File: src/mscrc_pkg.sv
// Shared types, codes and standard parameter table for the multi-standard CRC engine.
`default_nettype none

package mscrc_pkg;

  localparam int unsigned CrcW     = 64;
  localparam int unsigned ByteW    = 8;
  localparam int unsigned ModeW    = 3;
  localparam int unsigned ShiftW   = 6;

  // Standard selector codes
  localparam logic [ModeW-1:0] MODE_CRC8_J1850 = 3'd0;
  localparam logic [ModeW-1:0] MODE_CRC8H2F    = 3'd1;
  localparam logic [ModeW-1:0] MODE_CRC16_CCIT = 3'd2;
  localparam logic [ModeW-1:0] MODE_CRC16_ARC  = 3'd3;
  localparam logic [ModeW-1:0] MODE_CRC32      = 3'd4;
  localparam logic [ModeW-1:0] MODE_CRC32P4    = 3'd5;
  localparam logic [ModeW-1:0] MODE_CRC64      = 3'd6;

  // Request kinds
  localparam logic CMD_FEED = 1'b0;
  localparam logic CMD_LOAD = 1'b1;

  typedef struct packed {
    logic [CrcW-1:0]   poly;
    logic [CrcW-1:0]   init;
    logic [CrcW-1:0]   xorout;
    logic [CrcW-1:0]   mask;
    logic [ShiftW-1:0] lshift;    // 64 minus register width
    logic              reflected;
  } crc_std_t;

  function automatic crc_std_t crc_std(input logic [ModeW-1:0] mode);
    crc_std_t s;
    unique case (mode)
      MODE_CRC8_J1850: begin
        s = '{poly: 64'h1D, init: 64'hFF, xorout: 64'hFF, mask: 64'hFF,
              lshift: 6'd56, reflected: 1'b0};
      end
      MODE_CRC8H2F: begin
        s = '{poly: 64'h2F, init: 64'hFF, xorout: 64'hFF, mask: 64'hFF,
              lshift: 6'd56, reflected: 1'b0};
      end
      MODE_CRC16_CCIT: begin
        s = '{poly: 64'h1021, init: 64'hFFFF, xorout: 64'h0, mask: 64'hFFFF,
              lshift: 6'd48, reflected: 1'b0};
      end
      MODE_CRC16_ARC: begin
        s = '{poly: 64'hA001, init: 64'h0, xorout: 64'h0, mask: 64'hFFFF,
              lshift: 6'd48, reflected: 1'b1};
      end
      MODE_CRC32P4: begin
        s = '{poly: 64'hC8DF352F, init: 64'hFFFFFFFF, xorout: 64'hFFFFFFFF,
              mask: 64'hFFFFFFFF, lshift: 6'd32, reflected: 1'b1};
      end
      MODE_CRC64: begin
        s = '{poly: 64'hC96C5795D7870F42, init: 64'hFFFFFFFFFFFFFFFF,
              xorout: 64'hFFFFFFFFFFFFFFFF, mask: 64'hFFFFFFFFFFFFFFFF,
              lshift: 6'd0, reflected: 1'b1};
      end
      default: begin
        // CRC32, also serves the unused selector code
        s = '{poly: 64'hEDB88320, init: 64'hFFFFFFFF, xorout: 64'hFFFFFFFF,
              mask: 64'hFFFFFFFF, lshift: 6'd32, reflected: 1'b1};
      end
    endcase
    return s;
  endfunction

endpackage

`default_nettype wire

File: src/mscrc_datapath.sv
// Combinational next-state and result logic: load, restart and eight-bit fold.
`default_nettype none

module mscrc_datapath
  import mscrc_pkg::*;
(
  input  crc_std_t              std_sel,
  input  logic                  command,
  input  logic [ByteW-1:0]      data_byte,
  input  logic [CrcW-1:0]       start_value,
  input  logic                  first_call,
  input  logic [CrcW-1:0]       running_crc,
  output logic [CrcW-1:0]       running_next,
  output logic [CrcW-1:0]       crc_result
);

  logic [CrcW-1:0] seed;
  logic [CrcW-1:0] fold_norm;
  logic [CrcW-1:0] fold_refl;
  logic [CrcW-1:0] poly_left;
  logic [CrcW-1:0] folded;

  assign seed = (first_call ? std_sel.init : running_crc) & std_sel.mask;

  // MSB-first standards: left-align to bit 63 so one datapath fits every width
  always_comb begin
    poly_left = std_sel.poly << std_sel.lshift;
    fold_norm = (seed << std_sel.lshift) ^ {data_byte, {(CrcW-ByteW){1'b0}}};
    for (int k = 0; k < ByteW; k++) begin
      fold_norm = fold_norm[CrcW-1] ? ((fold_norm << 1) ^ poly_left) : (fold_norm << 1);
    end
    fold_norm = fold_norm >> std_sel.lshift;
  end

  // LSB-first standards: polynomial already lies inside the width
  always_comb begin
    fold_refl = seed ^ {{(CrcW-ByteW){1'b0}}, data_byte};
    for (int k = 0; k < ByteW; k++) begin
      fold_refl = fold_refl[0] ? ((fold_refl >> 1) ^ std_sel.poly) : (fold_refl >> 1);
    end
  end

  assign folded = (std_sel.reflected ? fold_refl : fold_norm) & std_sel.mask;

  assign running_next = (command == CMD_LOAD) ? ((start_value ^ std_sel.xorout) & std_sel.mask)
                                              : folded;
  assign crc_result   = (folded ^ std_sel.xorout) & std_sel.mask;

endmodule

`default_nettype wire

File: src/multi_standard_crc_engine_top.sv
// Top level of the multi-standard CRC engine: request register, CRC state and result register.
`default_nettype none

// Byte-serial CRC engine covering CRC8 SAE J1850, CRC8H2F, CRC16 CCITT-FALSE,
// CRC16 ARC, CRC32, CRC32P4 and CRC64, chosen by the three-bit cfg_data register
// (reset selects CRC32; the unused code also acts as CRC32). Each request on the
// slave stream either feeds one byte (tuser[0] low) or loads an earlier finished
// CRC to resume a chained calculation (tuser[0] high, taken from tdata[71:8]).
// tuser[1] restarts the register from the standard's initial value before the
// byte; tlast marks the final byte and makes the engine emit the finished CRC,
// zero-extended to 64 bits, on the master stream. Loads and non-final bytes give
// no output. Rate: one request per clock while the input is not stalled. A
// request is captured in the input register, folded by an eight-step unrolled
// XOR network while held there, and its result lands in the output register.
// The running CRC is updated when that fold is taken, together with the output
// register, which lets the next byte follow immediately. The input stalls only
// while a finished CRC waits in the output register and the request held in
// the input register would produce another one. Write the mode only while the
// engine is idle.
module multi_standard_crc_engine_top
  import mscrc_pkg::*;
(
  input  logic                 clk,
  input  logic                 rst,
  // Configuration write channel
  input  logic                 cfg_valid,
  output logic                 cfg_ready,
  input  logic [ModeW-1:0]     cfg_data,     // crc_mode
  // Request stream
  input  logic                 s_tvalid,
  output logic                 s_tready,
  input  logic [71:0]          s_tdata,      // [7:0] data_byte, [71:8] start_value
  input  logic [1:0]           s_tuser,      // [0] command, [1] first_call
  input  logic                 s_tlast,      // last_byte
  // Result stream
  output logic                 m_tvalid,
  input  logic                 m_tready,
  output logic [CrcW-1:0]      m_tdata       // [63:0] crc_result
);

  // Mode register
  logic [ModeW-1:0] crc_mode;

  // Input register
  logic             in_valid;
  logic             in_cmd;
  logic [ByteW-1:0] in_byte;
  logic [CrcW-1:0]  in_start;
  logic             in_first;
  logic             in_last;

  // CRC state and result register
  logic [CrcW-1:0]  running_crc;
  logic [CrcW-1:0]  running_next;
  logic [CrcW-1:0]  crc_result;
  logic             out_valid;
  logic [CrcW-1:0]  out_data;

  crc_std_t         std_sel;
  logic             produce;
  logic             fire;
  logic             s_accept;

  assign std_sel  = crc_std(crc_mode);
  assign produce  = in_valid && (in_cmd == CMD_FEED) && in_last;
  // Advance the held request unless its result would overwrite one still waiting
  assign fire     = in_valid && (!produce || !out_valid || m_tready);
  assign s_tready = !in_valid || fire;
  assign s_accept = s_tvalid && s_tready;

  assign cfg_ready = 1'b1;
  assign m_tvalid  = out_valid;
  assign m_tdata   = out_data;

  always_ff @(posedge clk) begin
    if (rst) begin
      crc_mode <= MODE_CRC32;
    end else if (cfg_valid && cfg_ready) begin
      crc_mode <= cfg_data;
    end
  end

  // Capture the request; payload needs no reset
  always_ff @(posedge clk) begin
    if (rst) begin
      in_valid <= 1'b0;
    end else if (s_accept) begin
      in_valid <= 1'b1;
    end else if (fire) begin
      in_valid <= 1'b0;
    end
  end

  always_ff @(posedge clk) begin
    if (s_accept) begin
      in_cmd   <= s_tuser[0];
      in_first <= s_tuser[1];
      in_byte  <= s_tdata[7:0];
      in_start <= s_tdata[71:8];
      in_last  <= s_tlast;
    end
  end

  mscrc_datapath u_datapath (
    .std_sel      (std_sel),
    .command      (in_cmd),
    .data_byte    (in_byte),
    .start_value  (in_start),
    .first_call   (in_first),
    .running_crc  (running_crc),
    .running_next (running_next),
    .crc_result   (crc_result)
  );

  always_ff @(posedge clk) begin
    if (rst) begin
      running_crc <= '0;
    end else if (fire) begin
      running_crc <= running_next;
    end
  end

  // Hold the finished CRC until the sink takes it
  always_ff @(posedge clk) begin
    if (rst) begin
      out_valid <= 1'b0;
    end else if (fire && produce) begin
      out_valid <= 1'b1;
    end else if (m_tready) begin
      out_valid <= 1'b0;
    end
  end

  always_ff @(posedge clk) begin
    if (fire && produce) begin
      out_data <= crc_result;
    end
  end

  // A waiting result must block a second final byte
  a_no_overwrite: assert property (@(posedge clk) disable iff (rst)
    (produce && out_valid && !m_tready) |-> !fire && !s_tready)
    else $error("result register overwritten while stalled");

  // A new result only ever follows a final data byte
  a_result_source: assert property (@(posedge clk) disable iff (rst)
    (out_valid && !$past(out_valid && !m_tready)) |-> $past(fire && produce))
    else $error("result appeared without a final byte");

  // Loaded start value is trimmed to the standard's width
  a_load_masked: assert property (@(posedge clk) disable iff (rst)
    (fire && in_cmd == CMD_LOAD) |=> ((running_crc & ~$past(std_sel.mask)) == '0))
    else $error("loaded CRC exceeds standard width");

  // Load requests never leave an output
  a_load_silent: assert property (@(posedge clk) disable iff (rst)
    (fire && in_cmd == CMD_LOAD && !(out_valid && !m_tready)) |=> !out_valid)
    else $error("load request produced a result");

endmodule

`default_nettype wire

File: config.mk
export PLATFORM = sky130hd
export DESIGN_NAME = multi_standard_crc_engine_top
export DESIGN_NICKNAME = d
export VERILOG_FILES = /design/src/mscrc_pkg.sv /design/src/mscrc_datapath.sv /design/src/multi_standard_crc_engine_top.sv
export SDC_FILE = /design/constraint.sdc
export NUM_CORES = 1
export LEC_CHECK = 0
export BUFFER_PORTS_ARGS = -buffer_cell sky130_fd_sc_hd__buf_4
export CORE_MARGIN = 5
export CORE_UTILIZATION = 43
export CTS_BUF_LIST = sky130_fd_sc_hd__clkbuf_2 sky130_fd_sc_hd__clkbuf_4 sky130_fd_sc_hd__clkbuf_8
export DETAILED_ROUTE_END_ITERATION = 10
export GPL_ROUTABILITY_DRIVEN = 0
export SYNTH_ARGS = -nofsm -noshare
export SYNTH_HDL_FRONTEND = slang
export SYNTH_SLANG_ARGS = --single-unit
File: constraint.sdc
create_clock -name clk -period 15.2 [get_ports clk]
set_clock_uncertainty 0.1 [all_clocks]
set_input_delay 0 -clock clk [delete_from_list [all_inputs] [get_ports clk]]
set_output_delay 0 -clock clk [all_outputs]
set_load 0.01 [all_outputs]
# After elaboration in Yosys (flattened, before gate mapping)
# Cells that the tools add are included.
totals:
  register_bits: 208
  out_inout_bits: 67
  word_cells: 81
classes:
  eq_ne: 5
  n_shift: 3
  muxes: 24
  n_bitwise: 25
  reduce_logical: 14
ops:
  columns: ["operator", "count"]
  rows:
  - ["$pmux W263 S6", 1]
  - ["$mux W64", 19]
  - ["$xor A64 B64 Y64", 11]
  - ["$xor A63 B64 Y64", 8]
  - ["$and A64 B64 Y64", 4]
  - ["$shl A64 B6 Y64", 2]
  - ["$shr A64 B6 Y64", 1]
  - ["$xor A64 B8 Y64", 1]
  - ["$eq A3 B2 Y1 const B", 2]
  - ["$eq A3 B3 Y1 const B", 2]
  - ["$logic_and A1 B1 Y1", 5]
  - ["$mux W1", 4]
  - ["$reduce_bool A2 Y1", 2]
  - ["$eq A3 B1 Y1 const B", 1]
  - ["$logic_not A1 Y1", 3]
  - ["$logic_not A3 Y1", 1]
  - ["$logic_or A1 B1 Y1", 3]
  - ["$not A1 Y1", 1]

# Depth between registers and ports, before layout
# Gate-level depths: netlist of the first run.
depth:
  word_depth: 27
  mapped_depth: 20
  depth_no_buf: 15

# Cells and area by module
# Synthesis of the first run repeated with hierarchy kept, for this count alone.
unflattened:
  cells_unflattened: 5455
  area_unflattened_um2: 40986.8
modules_own_cells:
  columns: ["mod", "n_inst", "cells_each", "area_each_um2"]
  rows:
  - ["mscrc_datapath", 1, 4977, 33809.9]
  - ["multi_standard_crc_engine_top", 1, 478, 7176.9]

# Worst setup path before layout of the first run
# Ideal clock, no wire load.
synth_path:
  kind: "register to register"
  from: "register in_first"
  to: "register running_crc[15]"
  setup_time_ps: 120
  t_arrival_ps: 4601
  path_slack_ps: 10380
  path_stages_with_launch: 18
  n_path_buf: 2
  cell_sequence: "edfxtp_1 > buf_2 > nor3_1 > nor4_4 > xnor2_2 > xnor2_2 > xnor2_2 > xnor3_1 > and2_1 > nor3_4 > buf_6 > mux2i_1 > xnor3_1 > a21oi_1 > mux2_2 > xnor2_1 > o22ai_1 > o31a_1"
synth_via:
  elab_chain_len: 24
  word_cells_on_any_way: 41
  cone_classes: "shift: 2; mux: 19; bitwise: 20"
synth_lines:
  columns: ["element", "line_no", "source"]
  rows:
  - ["from (decl)", "multi_standard_crc_engine_top.sv:49", "logic in_first;"]
  - ["from (signal assigned)", "multi_standard_crc_engine_top.sv:97", "in_first <= s_tuser[1];"]
  - ["$mux W64 (*)", "mscrc_datapath.sv:23", "assign seed = (first_call ? std_sel.init : running_crc) & std_sel.mask;"]
  - ["$and A64 B64 Y64 (*)", "mscrc_datapath.sv:23", null]
  - ["$shl A64 B6 Y64", "mscrc_datapath.sv:28", "fold_norm = (seed << std_sel.lshift) ^ {data_byte, {(CrcW-ByteW){1'b0}}};"]
  - ["$xor A64 B64 Y64", "mscrc_datapath.sv:28", null]
  - ["$xor A64 B64 Y64", "mscrc_datapath.sv:30", "fold_norm = fold_norm[CrcW-1] ? ((fold_norm << 1) ^ poly_left) : (fold_norm << 1);"]
  - ["$mux W64", "mscrc_datapath.sv:30", null]
  - ["$xor A64 B64 Y64", "mscrc_datapath.sv:30", null]
  - ["$mux W64", "mscrc_datapath.sv:30", null]
  - ["[8 not listed]", null, null]
  - ["$xor A64 B64 Y64", "mscrc_datapath.sv:30", null]
  - ["$mux W64", "mscrc_datapath.sv:30", null]
  - ["$xor A64 B64 Y64", "mscrc_datapath.sv:30", null]
  - ["$mux W64", "mscrc_datapath.sv:30", null]
  - ["$shr A64 B6 Y64", "mscrc_datapath.sv:32", "fold_norm = fold_norm >> std_sel.lshift;"]
  - ["$mux W64 (*)", "mscrc_datapath.sv:43", "assign folded = (std_sel.reflected ? fold_refl : fold_norm) & std_sel.mask;"]
  - ["$and A64 B64 Y64 (*)", "mscrc_datapath.sv:43", null]
  - ["$mux W64 (*)", "mscrc_datapath.sv:45", "assign running_next = (command == CMD_LOAD) ? ((start_value ^ std_sel.xorout) & std_sel.mask)"]
  - ["to (signal assigned)", "multi_standard_crc_engine_top.sv:119", "running_crc <= running_next;"]
  - ["to (decl)", "multi_standard_crc_engine_top.sv:53", "logic [CrcW-1:0] running_crc;"]
# Every way passes the cells marked *; elsewhere a longest branch is shown, timed or not.
# A chain may end at the register's enable or synchronous reset.

# Worst setup path in the final report of the first run
layout_path:
  from: "register crc_mode[0]"
  to: "register out_data[13], in the netlist m_tdata[13], data pin"
layout_via:
  elab_chain_len: 27
  word_cells_on_any_way: 50
  cone_classes: "eq/ne: 5; shift: 3; mux: 19; bitwise: 22; reduce/logical: 1"
layout_lines:
  columns: ["element", "line_no", "source"]
  rows:
  - ["from (decl)", "multi_standard_crc_engine_top.sv:42", "logic [ModeW-1:0] crc_mode;"]
  - ["from (signal assigned)", "multi_standard_crc_engine_top.sv:79", "crc_mode <= cfg_data;"]
  - ["$eq A3 B3 Y1 (tied with other cells)", "mscrc_pkg.sv:35", "unique case (mode)"]
  - ["$pmux W263 S6 (*)", "mscrc_pkg.sv:35", null]
  - ["$mux W64", "mscrc_datapath.sv:23", null]
  - ["$and A64 B64 Y64", "mscrc_datapath.sv:23", null]
  - ["$shl A64 B6 Y64", "mscrc_datapath.sv:28", null]
  - ["$xor A64 B64 Y64", "mscrc_datapath.sv:28", null]
  - ["$xor A64 B64 Y64", "mscrc_datapath.sv:30", null]
  - ["$mux W64", "mscrc_datapath.sv:30", null]
  - ["[12 not listed]", null, null]
  - ["$xor A64 B64 Y64", "mscrc_datapath.sv:30", null]
  - ["$mux W64", "mscrc_datapath.sv:30", null]
  - ["$shr A64 B6 Y64", "mscrc_datapath.sv:32", null]
  - ["$mux W64", "mscrc_datapath.sv:43", null]
  - ["$and A64 B64 Y64", "mscrc_datapath.sv:43", null]
  - ["$xor A64 B64 Y64", "mscrc_datapath.sv:47", "assign crc_result = (folded ^ std_sel.xorout) & std_sel.mask;"]
  - ["$and A64 B64 Y64 (*)", "mscrc_datapath.sv:47", null]
  - ["via crc_result[13]", "multi_standard_crc_engine_top.sv:55", "logic [CrcW-1:0] crc_result;"]
  - ["to (signal assigned)", "multi_standard_crc_engine_top.sv:136", "out_data <= crc_result;"]
  - ["to (decl)", "multi_standard_crc_engine_top.sv:57", "logic [CrcW-1:0] out_data;"]
# Mark *: on every way through the listed nets, which the timed path passes. The rest lies on a longest branch.

==> results of run 1 <==
## layout by cell type (no fill, tap or decap), types with 8 or more instances in the layout
cell             n
o21ai_0        125
a211oi_1        19
or3_1           16
clkinv_1        11
nor2_1         256
mux2i_1         42
a22oi_1         15
a21oi_1        179
nor3_1          45
o31ai_1          9
nand2b_1        21
xnor3_1         11
nand3b_1         8
xnor2_1        220
nand2_1        210
a211o_1         10
a31oi_1         27
and2_1          20
dfxtp_1         66
buf_4          196
edfxtp_1       139
or2_2            8
a21o_1          11
o22ai_1         25
nand3_1         29
xor2_1          61
xnor2_2         16
o211ai_1        41
nand4_1         11
nor4_1          13
clkbuf_8        38
dlygate4sd3_1   95
a32o_1           8
inv_1           21
a221oi_1         8
and3_1          16
## state kept, by name, indices dropped and copies added, names as in the netlist
signal and cells:
in_start 64, m_tdata 64, running_crc 64, in_byte 8, crc_mode 3, in_cmd 1
in_first 1, in_last 1, in_valid 1, m_tvalid 1
## how the worst max path moves through the flow
stage	startpoint	endpoint	slack, ps	depth (start not counted)
floorplan	in_first$_DFFE_PP_	running_crc[15]$_SDFFE_PP0P_	10380	17
global placement	crc_mode[0]$_SDFFE_PP0P_	m_tdata[11]$_DFFE_PP_	7940	19
detailed placement	crc_mode[0]$_SDFFE_PP0P_	m_tdata[13]$_DFFE_PP_	7790	18
CTS	crc_mode[0]$_SDFFE_PP0P_	m_tdata[13]$_DFFE_PP_	7740	18
global route	in_first$_DFFE_PP_	m_tdata[13]$_DFFE_PP_	7310	18
finish	crc_mode[0]$_SDFFE_PP0P_	m_tdata[13]$_DFFE_PP_	7430	18
## layer usage
metal	track usage	part of all wire	up-vias
li1	-	-	7660
met1	0.4348	0.39	8239
met2	0.4413	0.40	1336
met3	0.1229	0.15	257
met4	0.1520	0.056	0
met5	0	0	-
## synth_stat cells (7+ instances only)
cell      number  area [um^2]
nor2_1       258        968.4
xnor2_1      223         1953
nand2_1      210        788.3
a21oi_1      179        895.9
edfxtp_1     139         4174
o21ai_0      125        625.6
clkbuf_1     117        439.2
dfxtp_1       69         1381
xor2_1        61        534.3
nor3_1        45        225.2
mux2i_1       42        420.4
o211ai_1      41        307.8
nand3_1       29        145.1
a31oi_1       27        168.9
o22ai_1       25        156.4
buf_1         22        82.58
inv_1         22        82.58
and2_1        21        131.4
buf_2         21        105.1
nand2b_1      21        131.4
a211oi_1      19        142.6
and3_1        16        100.1
or3_1         16        100.1
a22oi_1       15        112.6
xnor2_2       14        227.7
nor4_1        13        81.33
a21o_1        11        82.58
nand4_1       11        68.82
xnor3_1       11        247.7
a211o_1       10        87.58
nor2b_1       10        62.56
o31ai_1        9        67.56
a221oi_1       8        70.07
a32o_1         8        80.08
nand3b_1       8        60.06
or2_2          8        50.05
mux2_2         7        78.83
o21a_1         7        52.55
o21ai_1        7        35.03
## logic make-up after synthesis
family                   synth area share
AO/OA/AOI/OAI                      0.2201
XOR/XNOR                           0.1807
adder cells (fa/ha/maj)          0.001187
buffers and inverters             0.04607
flip-flops                         0.3294
multiplexers                      0.03279
other                           0.0002224
AND/OR/NAND/NOR                    0.1896
## cell type report
type,count,area (um^2),area share
timing repair buffer,291,2422,0.1208
clock inverter,24,172.7,0.008609
multi-input combinational,1646,10590,0.5280
sequential,208,5562,0.2773
clock buffer,45,575.6,0.02870
tap,518,648.1,0.03232
inverter,23,86.33,0.004305
## critical path, cell delays in order (launching register included)
cell	delay [ps]
dfxtp_2	580
buf_4	450
buf_4	520
nand3b_2	230
buf_4	570
nand2_1	180
nand3_2	160
xor2_2	390
xnor2_2	160
buf_4	300
mux2_4	370
nor3_4	550
mux2_2	470
or2_1	520
xnor2_2	1010
a21oi_1	220
a2bb2oi_1	200
and3_1	210
a211o_1	230
## power groups by stage
stage               registers [W]  logic, W  clock network (W)
floorplan                0.000719   0.00191                  0
global placement         0.000740   0.00260                  0
detailed placement       0.000739   0.00263                  0
CTS                      0.000728   0.00266           0.000550
global route             0.000733   0.00292           0.000576
finish                   0.000733   0.00277           0.000541
## through the flow
step                hold slack (ps)  instance area, um^2
detailed placement            79.46                18360
global route                  15.54                20060
finish                        16.87                20060
floorplan                    -1.131                16860
CTS                           2.818                20060
global placement              78.51                18360
==> results.ini, run 1 <==
[cells_and_area]
final_cell_count_no_fill=2755
layout-drive-gt1-share=0.1462
postLayoutCoreUtil=0.5177
fin_nets=2291
n_antenna_cell=0
fill_cells=3706
area_growth_pct=18.92

[synth]
syn-instance-count=2044
synth_seq_area_share=0.3294
ys_types=98
syn_area_per_cell_um2=8.251
synth_flop_cell=edfxtp_1
synth_edf_count=139
mappedNetlistArea_um2=16860
synth_nets=2127
ys_ff_latch=208
yosys_warnings=0
synthArstFlopShare=0

[power_and_ir_drop]
swShare=0.5037
clockPowerShare=0.134
seqPwrFrac=0.181
leakage_nw=7.461
p_total_w=0.004042
p_int_w=0.002006
p_per_area_nw_per_um2=201.6
combPwrFrac=0.685
vdd_drop_max_mv=0.09831
p_sw_w=0.002036

[critical_path]
path_class=reg2reg
timing.rr.end=m_tdata[13]$_DFFE_PP_
cp_max_fo=54
timing.rr.start=crc_mode[0]$_SDFFE_PP0P_
crit_arrival_ps=7990
start_kind=flip-flop
end_kind=flip-flop
ff2ff_setup_slack_ps=7430
cp.required_ps=15420
worstRegToRegCells=18

[floorplan]
start_util=0.4354
coreArea_um2=38740
die-area_um2=43280
fp-row-count=72
io_pins=150
dieHeight_um=208.0
die_x_um=208.0

[drt]
drtAntennaViolNets=0
dr_total_vias=17490
drc=0
viasPerCell=6.349
drt_wl_total_mm=71.97
drt_iter0_drc=2637
wl_per_cell_um=26.12
dr.pass1.iters=6

[sta]
finalSetupViolCount=0
slew_headroom=0.1019
grt_setup_unrepaired=false
worst_pin_slew_ps=1330
period_minus_slack_ps=7769
fin_setup_tns_ps=0
worst_slack_ps=7431
max_freq_mhz=128.7
final_hold_viol_count=0
slew_violations=0
period_share=0.5111

[grt]
grt_pass1_vias=16600
grt_pass1_wl_mm=106.1
grt_usage=0.3183
grt_antenna_before_repair=0
overflow=0
grt_max_degree=76

[placement]
dp_worst_setup_slack_ps=7790
portBuffers=148
dpl.cell_count=2591
dp_hpwl_mm=51.21

[hold_path]
hold_depth=2
hold_end=in_first$_DFFE_PP_
worstHoldPathType=in2reg
worstHoldStart=s_tuser[1]

[clock_tree]
ctsResizeCount=0
cts_tree=yes
clock_path_buffers=3
cts_buffers=38
post_cts_buffers=0
clk_latency_ps=600
clkSinkCount=208
path_clk_slew_ps=80
htreeDepth=2
ctsHoldBuffers=95
cts-root-buf=clkbuf_8

[outcome]
outcome=finished clean

[job]
timing.max_cap.violations=0

Note: power is estimated with default switching activity, not from simulation.
==> inputs of run 2 (changes only) <==
==> constraint.sdc (replaced) <==
create_clock -name clk -period 7.6 [get_ports clk]
set_clock_uncertainty 0.1 [all_clocks]
set_input_delay 0 -clock clk [delete_from_list [all_inputs] [get_ports clk]]
set_output_delay 0 -clock clk [all_outputs]
set_load 0.01 [all_outputs]
==> run 2 against run 1 <==
Effect of this change: clock-buffer cell count rose by 11; first-iteration DRC count rose by 14%; critical endpoint is now m_tdata[4]$_DFFE_PP_; worst hold slack improved by 12 ps; non-clock buffer count rose by 8; flip-flop and latch count did not move; sequential power rose by 99%; routed wire length rose by 0.44%; clock power rose by 120%; critical path type unchanged; critical path depth fell by 1; highest routed layer is now met5; largest power group unchanged.
==> results.ini, run 2 (same netlist as run 1, synthesis figures left out) <==
[drt]
drc=0  ; unchanged
drt_wl_total_mm=72.29  ; was 71.97 mm
met1_length_mm=28.69  ; was 27.97 mm
dr_total_vias=17590  ; was 17490
dr_wl_met3_mm=10.80  ; was 11.10 mm
dr.pass1.iters=6  ; unchanged
wl_met2_mm=28.31  ; was 28.89 mm
drt_iter0_drc=2999  ; was 2637
wl_per_cell_um=26.15  ; was 26.12 um
top_layer=met5  ; was met4
drtAntennaViolNets=0  ; unchanged
viasPerCell=6.365  ; was 6.349

[grt]
grt_pass1_wl_mm=105.8  ; was 106.1 mm
grt_max_degree=76  ; unchanged
overflow=0  ; unchanged
grt_antenna_before_repair=3  ; was 0
grt_pass1_vias=16340  ; was 16600
grt_usage=0.3159  ; was 0.3183

[clock_tree]
post_cts_buffers=0  ; unchanged
cts-root-buf=clkbuf_8  ; unchanged
ctsHoldBuffers=89  ; was 95
clk_latency_ps=590  ; was 600 ps
path_clk_slew_ps=80  ; about the same
htreeDepth=2  ; unchanged
cts_tree=yes  ; unchanged
clkSinkCount=208  ; unchanged
cts_buffers=38  ; unchanged
ctsResizeCount=0  ; unchanged
clock_path_buffers=3  ; unchanged

[hold_path]
hold_end=in_byte[7]$_DFFE_PP_  ; was in_first$_DFFE_PP_
worstHoldPathType=in2reg  ; unchanged
worstHoldStart=s_tdata[7]  ; was s_tuser[1]
hold_depth=2  ; unchanged

[critical_path]
path_class=reg2reg  ; unchanged
ff2ff_setup_slack_ps=800  ; was 7430 ps
max_stage_delay_ps=700  ; was 1010 ps
crit_buf_inv=2  ; was 4
timing.rr.start=crc_mode[0]$_SDFFE_PP0P_  ; unchanged
start_kind=flip-flop  ; unchanged
cp.required_ps=7750  ; was 15420 ps
crit_family=simple AND/OR/NAND/NOR gates  ; unchanged
cp-startpoint=crc_mode[0]$_SDFFE_PP0P_  ; unchanged
crit_arrival_ps=6960  ; was 7990 ps
end_kind=flip-flop  ; unchanged
path_cells=buf_12 -> nor2b_2 -> buf_4 -> o211ai_1 -> nand3_1 -> and2_0 -> o221ai_1 -> o2111a_1 -> nor3_2 -> nor3_2 -> xnor2_2 -> mux2i_1 -> a21oi_1 -> xnor2_1 -> xnor2_1 -> mux2i_1 -> a31oi_1  ; was buf_4 -> buf_4 -> nand3b_2 -> buf_4 -> nand2_1 -> nand3_2 -> xor2_2 -> xnor2_2 -> buf_4 -> mux2_4 -> nor3_4 -> mux2_2 -> or2_1 -> xnor2_2 -> a21oi_1 -> a2bb2oi_1 -> and3_1 -> a211o_1
worstRegToRegCells=17  ; was 18
slowest_stage=and2_0  ; was xnor2_2
cp_max_fo=69  ; was 54
timing.rr.end=m_tdata[4]$_DFFE_PP_  ; was m_tdata[13]$_DFFE_PP_

[sta]
fin_setup_tns_ps=0  ; unchanged
worst_slack_ps=797.5  ; was 7431 ps
grt_setup_unrepaired=false  ; unchanged
max_freq_mhz=147.0  ; was 128.7 MHz
final_hold_viol_count=0  ; unchanged
worst_pin_slew_ps=1402  ; was 1330 ps
period_minus_slack_ps=6802  ; was 7769 ps
finalSetupViolCount=0  ; unchanged
period_share=0.8951  ; was 0.5111
slew_violations=0  ; unchanged
slew_headroom=0.06204  ; was 0.1019

[power_and_ir_drop]
seqPwrFrac=0.173  ; was 0.181
p_int_w=0.004196  ; was 0.002006 W
combPwrFrac=0.683  ; was 0.685
p_sw_w=0.004215  ; was 0.002036 W
leakage_nw=7.569  ; was 7.461 nW
vdd_drop_max_mv=0.1949  ; was 0.09831 mV
p_per_area_nw_per_um2=415.9  ; was 201.6 nW/um^2
clockPowerShare=0.144  ; was 0.134
swShare=0.5011  ; was 0.5037

[cells_and_area]
layout-drive-gt1-share=0.1545  ; was 0.1462
fin_nets=2299  ; was 2291
area_growth_pct=19.91  ; was 18.92%
n_antenna_cell=0  ; unchanged
final_common_cell=nor2_1  ; unchanged
final_cell_mix=nor2_1, xnor2_1, nand2_1, buf_4, a21oi_1  ; unchanged
final_cell_count_no_fill=2764  ; was 2755

[floorplan]
die_x_um=208.0  ; unchanged
coreArea_um2=38740  ; unchanged
io_pins=150  ; unchanged
dieHeight_um=208.0  ; unchanged
start_util=0.4354  ; unchanged
die-area_um2=43280  ; unchanged
fp-row-count=72  ; unchanged

[job]
timing.max_cap.violations=0  ; unchanged

[placement]
portBuffers=148  ; unchanged
dp_hpwl_mm=52.25  ; was 51.21 mm
dp_worst_setup_slack_ps=1122  ; was 7790 ps
dpl.cell_count=2605  ; was 2591

[outcome]
outcome=finished clean  ; unchanged

## run 2: changes by cell type in the layout (fill, tap and decap cells not counted), sizes merged
cell         before  now
clkinv           19    8
bufinv            2    4
buf             196  210
clkbuf           45   56
clkinvlp          3    1
inv              23   24
dlygate4sd3      95   89
## run 2: power groups by stage
stage	Sequential, W	Combinational [W]	Clock (W)
4_1_cts	0.00145	0.00549	0.00123
3_3_place_gp	0.00147	0.00539	0
2_1_floorplan	0.00144	0.00383	0
3_5_place_dp	0.00147	0.00543	0
6_report	0.00146	0.00574	0.00121
5_1_grt	0.00146	0.00598	0.00129
## run 2: layer usage
metal | vias up | GRT usage
met4 | 6 | 0.1520
met5 | - | 0
met3 | 268 | 0.1228
met2 | 1398 | 0.4284
met1 | 8252 | 0.4386
li1 | 7669 | -
## run 2: final cells by class
class	count	area, um^2
tap	518	648.1
clock buffer	56	664.4
clock inverter	14	196.4
sequential	208	5562
multi-input combinational	1646	10590
inverter	23	86.33
timing repair buffer	299	2480
fill	3675	18510
## run 2: metrics by stage
stage | total power (W) | instance area (um^2) | hold WS (ps) | util
after floorplan | 0.005265 | 16860 | -1.131 | -
after global placement | 0.006862 | 18470 | 78.23 | 0.4768
after detailed placement | 0.006899 | 18470 | 79.25 | 0.4768
after CTS | 0.008173 | 20220 | 6.349 | 0.5221
after global routing | 0.008728 | 20220 | 16.72 | 0.5221
final | 0.008411 | 20220 | 29.16 | 0.5221
## run 2: worst max-delay path by stage
stage,to,slack (ps),depth (start not counted)
after CTS,m_tdata[4]$_DFFE_PP_,1060,17
after global routing,m_tdata[4]$_DFFE_PP_,410,17
final,m_tdata[4]$_DFFE_PP_,800,17
after floorplan,running_crc[15]$_SDFFE_PP0P_,2780,17
after global placement,m_tdata[4]$_DFFE_PP_,1140,17
after detailed placement,running_crc[36]$_SDFFE_PP0P_,1120,16
